## config.mk

```make
export PLATFORM = sky130hd
export DESIGN_NAME = tpba_ctrl
export DESIGN_NICKNAME = d
export VERILOG_FILES = /design/src/rtl/tpba_pkg.sv /design/src/rtl/tpba_ctrl.sv
export SDC_FILE = /design/constraint.sdc
export NUM_CORES = 1
export LEC_CHECK = 0
export BUFFER_PORTS_ARGS = -buffer_cell sky130_fd_sc_hd__buf_2
export CAP_MARGIN = 20
export CORE_AREA = 2 2 39 41
export CTS_CLUSTER_DIAMETER = 150
export CTS_CLUSTER_SIZE = 24
export DETAILED_ROUTE_END_ITERATION = 10
export DIE_AREA = 0 0 41 43
export SYNTH_ARGS = -nofsm -noshare
export SYNTH_HDL_FRONTEND = slang
export SYNTH_SLANG_ARGS = --single-unit
export TNS_END_PERCENT = 50
```

## constraint.sdc

```tcl
create_clock -name clock -period 1.65 [get_ports clock]
set_input_delay 0 -clock clock [delete_from_list [all_inputs] [get_ports clock]]
set_output_delay 0 -clock clock [all_outputs]
set_load 0.005 [all_outputs]
```

## src/rtl/tpba_pkg.sv

```systemverilog
// Shared types and codes for the buffer pool allocator.
`default_nettype none
package tpba_pkg;
   localparam int unsigned KindBits = 4;
   localparam logic [KindBits-1:0] KIND_REUSED        = 4'd0;
   localparam logic [KindBits-1:0] KIND_GROWN         = 4'd1;
   localparam logic [KindBits-1:0] KIND_CREATED       = 4'd2;
   localparam logic [KindBits-1:0] KIND_FREED         = 4'd3;
   localparam logic [KindBits-1:0] KIND_FREE_UNKNOWN  = 4'd4;
   localparam logic [KindBits-1:0] KIND_ALLOC_FULL    = 4'd5;
   localparam logic [KindBits-1:0] KIND_FREE_OVERFLOW = 4'd6;
   localparam logic [KindBits-1:0] KIND_RELEASE_ENTRY = 4'd7;
   localparam logic [KindBits-1:0] KIND_RELEASE_EMPTY = 4'd8;

   localparam logic [1:0] OP_ALLOC   = 2'd0;
   localparam logic [1:0] OP_FREE    = 2'd1;
   localparam logic [1:0] OP_RELEASE = 2'd2;

   localparam int unsigned TypeBits  = 8;
   localparam int unsigned RatioBits = 8;

   // Commands from the controller to the datapath.
   typedef struct packed {
      logic load;        // capture request beat
      logic scan_step;   // evaluate free entry at scan index
      logic shift_step;  // one compaction step
      logic commit;      // apply decision
      logic rel_step;    // output one release entry
      logic clear;       // empty both lists
   } cmd_type;

   // Status from the datapath to the controller.
   typedef struct packed {
      logic scan_done;
      logic shift_done;
      logic rel_done;
   } stat_type;
endpackage
`default_nettype wire

```

## src/rtl/tpba_ctrl.sv

```systemverilog
// Controller state machine for the allocator.
`default_nettype none
module tpba_ctrl
   import tpba_pkg::*;
(
   input  wire logic     clock,
   input  wire logic     reset,
   input  wire logic     req_fire,
   input  wire logic [1:0] req_op,
   input  wire logic     rsp_tready,
   input  wire stat_type stat,
   output      cmd_type  cmd,
   output      logic     req_ready,
   output      logic     rsp_valid
);
   localparam logic [2:0] S_IDLE = 3'd0, S_SCAN = 3'd1, S_COMMIT = 3'd2, S_SHIFT = 3'd3,
                          S_SEND = 3'd4, S_REL = 3'd5, S_RSEND = 3'd6, S_WAIT = 3'd7;
   logic [2:0] st_ff, st_in;

   always_ff @(posedge clock) begin
      if (reset) begin
         st_ff <= S_IDLE;
      end else begin
         st_ff <= st_in;
      end
   end

   assign req_ready = (st_ff == S_IDLE);
   assign rsp_valid = (st_ff == S_SEND) || (st_ff == S_RSEND) || (st_ff == S_WAIT);

   // Sequencing: scan, commit, compaction, then deliver; a release streams entries, then clears both lists.
   always_comb begin
      st_in = st_ff;
      cmd   = '0;
      unique case (st_ff)
         S_IDLE: begin
            if (req_fire) begin
               cmd.load = 1'b1;
               if (req_op == OP_RELEASE) st_in = S_REL;
               else if (req_op == OP_ALLOC || req_op == OP_FREE) st_in = S_SCAN;
            end
         end
         S_SCAN: begin
            if (stat.scan_done) st_in = S_COMMIT;
            else cmd.scan_step = 1'b1;
         end
         S_COMMIT: begin
            cmd.commit = 1'b1;
            st_in = S_SHIFT;
         end
         S_SHIFT: begin
            if (stat.shift_done) st_in = S_SEND;
            else cmd.shift_step = 1'b1;
         end
         S_SEND: begin
            if (rsp_tready) st_in = S_IDLE;
         end
         S_REL: begin
            cmd.rel_step = 1'b1;
            st_in = stat.rel_done ? S_WAIT : S_RSEND;
         end
         S_RSEND: begin
            if (rsp_tready) begin
               cmd.rel_step = 1'b1;
               if (stat.rel_done) st_in = S_WAIT;
            end
         end
         S_WAIT: begin
            if (rsp_tready) begin
               cmd.clear = 1'b1;
               st_in = S_IDLE;
            end
         end
         default: st_in = S_IDLE;
      endcase
   end
endmodule
`default_nettype wire

```

==> impl_metrics.csv <==
group,metric,value,unit
critical_path,crit_type,"reg -> reg",
critical_path,cp_top_family,"simple AND/OR/NAND/NOR gates",
cells_and_area,layout.nets,75,
pwr,power,0.681,mW
synth,synthTopCellsByCount,"inv_1 (5), ha_1 (4), dfxtp_1 (3), nand2_1 (3), nor2b_1 (3)",
cells_and_area,num_antenna_cells,0,
floorplan,die_area,0.00176,sq mm
route,wl,839,um
route,vias,369,
route,wl_per_cell,10.9,um
grt,grt_usage,10.1,%
pwr,p_clk_share,18.7,%
route,first_pass_iters,3,
floorplan,core_area,0.00138,sq mm
clocking,cts_max_level,1,
timing,timing.fmax,646,MHz
place,io_buffers,16,
timing,finalClockSkew,0.000713,ns
synth,ys_ff_latch,3,
synth,synth_enable_flop_cells,0,
synth,yosysWarnings,0,
grt,grt_pass1_wl,1260,um
route,vias_per_cell,4.79,
place,place_ws,-0.0207,ns
timing,setup_ws,0.103,ns
grt,grt_max_degree,14,
floorplan,io_pins,17,
synth,syn_inst,40,
cells_and_area,largest-register,"st_ff",
clocking,clkTransAtPathRegs,0.04,ns
critical_path,path_cells,"inv_1 > ha_2 > or3b_1 > o221ai_2 > nor2b_2 > o211a_1",
pwr,peakVddDrop,0.669,mV
critical_path,critPathArrivalTime,1.66,ns
clocking,numClockSinks,3,
floorplan,rows,14,
timing,finalSetupViolCount,0,
clocking,cts_tree,"yes",
floorplan,die_height,43,um
cells_and_area,top_regs,"st_ff x3",
synth,synth_top_area_share,17.5,%
timing,tightest_slew,0.470,ns
floorplan,die_w,41,um
pwr,p_int,0.402,mW
grt,grt_overflow,0,
flow_run,drv_cap,0,
clocking,cts_setup_buffers,0,
timing,slew_violations,0,
pwr,leakagePower,0.252,nW
grt,first_global_vias,339,
synth,synth_cell_types,23,
synth,yosysSeqAreaShare,17.5,%
critical_path,cp_num_buf_inv,1,
timing,hold_violations,0,
critical_path,max_stage_delay,0.39,ns
place,dp_hpwl,639,um
cells_and_area,drive_gt1_share,52.5,%
pwr,seqPwrFrac,21.5,%
timing,maxSlewHeadroom,68.6,%
timing,period_minus_slack,1.55,ns
critical_path,cp_max_fo,5,
critical_path,cp_slowest_cell,"or3b_1",
route,first_iter_violations,5,
place,place.gp.congestion,0.719,
clocking,cts_made_buffers,3,
synth,synth.net_count,53,
grt,antenna_found_initial,0,
synth,synth_most_common_cell,"inv_1",
synth,ys.flop_type,"dfxtp_1",
cells_and_area,largest_reg_flops,3,
synth,synth.area.top_cells,"dfxtp_1 (17%), ha_1 (15%), inv_1 (5.5%), nor2b_1 (5.5%), nor4b_1 (5.1%)",
synth,synth_area_leader_cell,"dfxtp_1",
clocking,cts-root-buf,"clkbuf_4",
floorplan,start_util,24.9,%
synth,synth_area,344,sq um
route,final_antenna_net_count,0,
clocking,clk_latency,0.23,ns
timing,fin_crit_sh,93.8,%
route,drc,0,
synth,synth-async-reset-ratio,0,%
pwr,netSwitchingFraction,41.0,%
clocking,cts_hold_buf,0,
run_status,status,"finished clean",
cells_and_area,area_growth,46.9,%
hold_path,hold_class,"in -> reg",
pwr,p_per_area,1350,mW/mm^2
critical_path,cp.required,1.77,ns
clocking,cts_buffer_depth,2,
critical_path,cp-end-kind,"register",
pwr,switchingPower,0.279,mW
synth,postSynthAreaPerCell,8.60,sq um
critical_path,start_kind,"register",
pwr,power_frac_comb,59.8,%
[tightest hold or removal path, delay by kind of cell]
family / cells / cell delay (ns)
buffers and inverters: 2 / 0.16
AO/OA/AOI/OAI: 1 / 0.11
[cells in the final DEF (no fill, tap or decap), types with 2 or more instances in the layout]
master / instances
clkbuf_4: 3
nor2b_1: 3
buf_2: 16
dfxtp_2: 2
nor3_1: 2
ha_2: 2
nand2_1: 3
a211oi_1: 2
buf_4: 2
inv_1: 5
ha_1: 2
[final timing paths]
kind,start,end,slack [ns],cells after the start
worst max-delay path,st_ff[1]$_SDFFE_PP0P_,st_ff[0]$_SDFFE_PP0P_,0.10,6
worst min-delay path,reset,st_ff[0]$_SDFFE_PP0P_,0.08,3
worst max register to register,st_ff[1]$_SDFFE_PP0P_,st_ff[0]$_SDFFE_PP0P_,0.10,6
worst min register to register,st_ff[1]$_SDFFE_PP0P_,st_ff[1]$_SDFFE_PP0P_,0.48,2
[stage by stage]
step / hold slack (ns) / TNS (ns) / instances / utilization (%) / instance area, sq um
floorplan: 0.0285 / 0 / 40 / - / 344
global placement: 0.239 / -0.00666 / 73 / 32.4 / 448
detailed placement: 0.250 / -0.0284 / 73 / 32.4 / 448
CTS: 0.0817 / 0 / 77 / 34.6 / 479
global route: 0.123 / -0.000654 / 77 / 36.5 / 505
finish: 0.0788 / 0 / 77 / 36.5 / 505
[final cells by class]
class                           instances  area, sq um
Timing Repair Buffer                   18         95.1
Inverter                                5         18.8
Sequential cell                         3         62.6
Multi-Input combinational cell         31          283
Tap cell                               16         20.0
Clock buffer                            4         26.3
Fill cell                             154          878
[power groups by stage]
stage          combinational (mW)  clock [mW]  sequential, mW
2_1_floorplan               0.278           0           0.118
3_3_place_gp                0.367           0           0.137
3_5_place_dp                0.368           0           0.139
4_1_cts                     0.375       0.137           0.138
5_1_grt                     0.459       0.140           0.151
6_report                    0.407       0.127           0.147
[repair_timing]
action                                 in CTS  in global routing
endpoints found under the hold margin       0                  0
setup endpoints to repair                   2                  3
gates resized for setup                     1                  7
[cell families (layout without fill, tap and decap cells)]
| group | after synthesis | after routing | synth area share (%) |
|---|---|---|---|
| multiplexers | 1 | 1 | 2.91 |
| flip-flops | 3 | 3 | 17.5 |
| AND/OR/NAND/NOR | 16 | 16 | 31.3 |
| AO/OA/AOI/OAI | 10 | 10 | 25.1 |
| adder cells (fa/ha/maj) | 4 | 4 | 14.5 |
| buffers and inverters | 6 | 27 | 8.73 |
[layer usage]
metal | part of all wire, % | track usage (%) | routed length [um] | vias to the layer above
met5 | 0 | 0 | 0 | -
li1 | - | - | - | 188
met2 | 53 | 15.9 | 448 | 10
met3 | 5.1 | 1.57 | 43 | 0
met4 | 0 | 6.00 | 0 | 0
met1 | 41 | 12.2 | 348 | 171
Note: power is estimated with default switching activity, not from simulation.
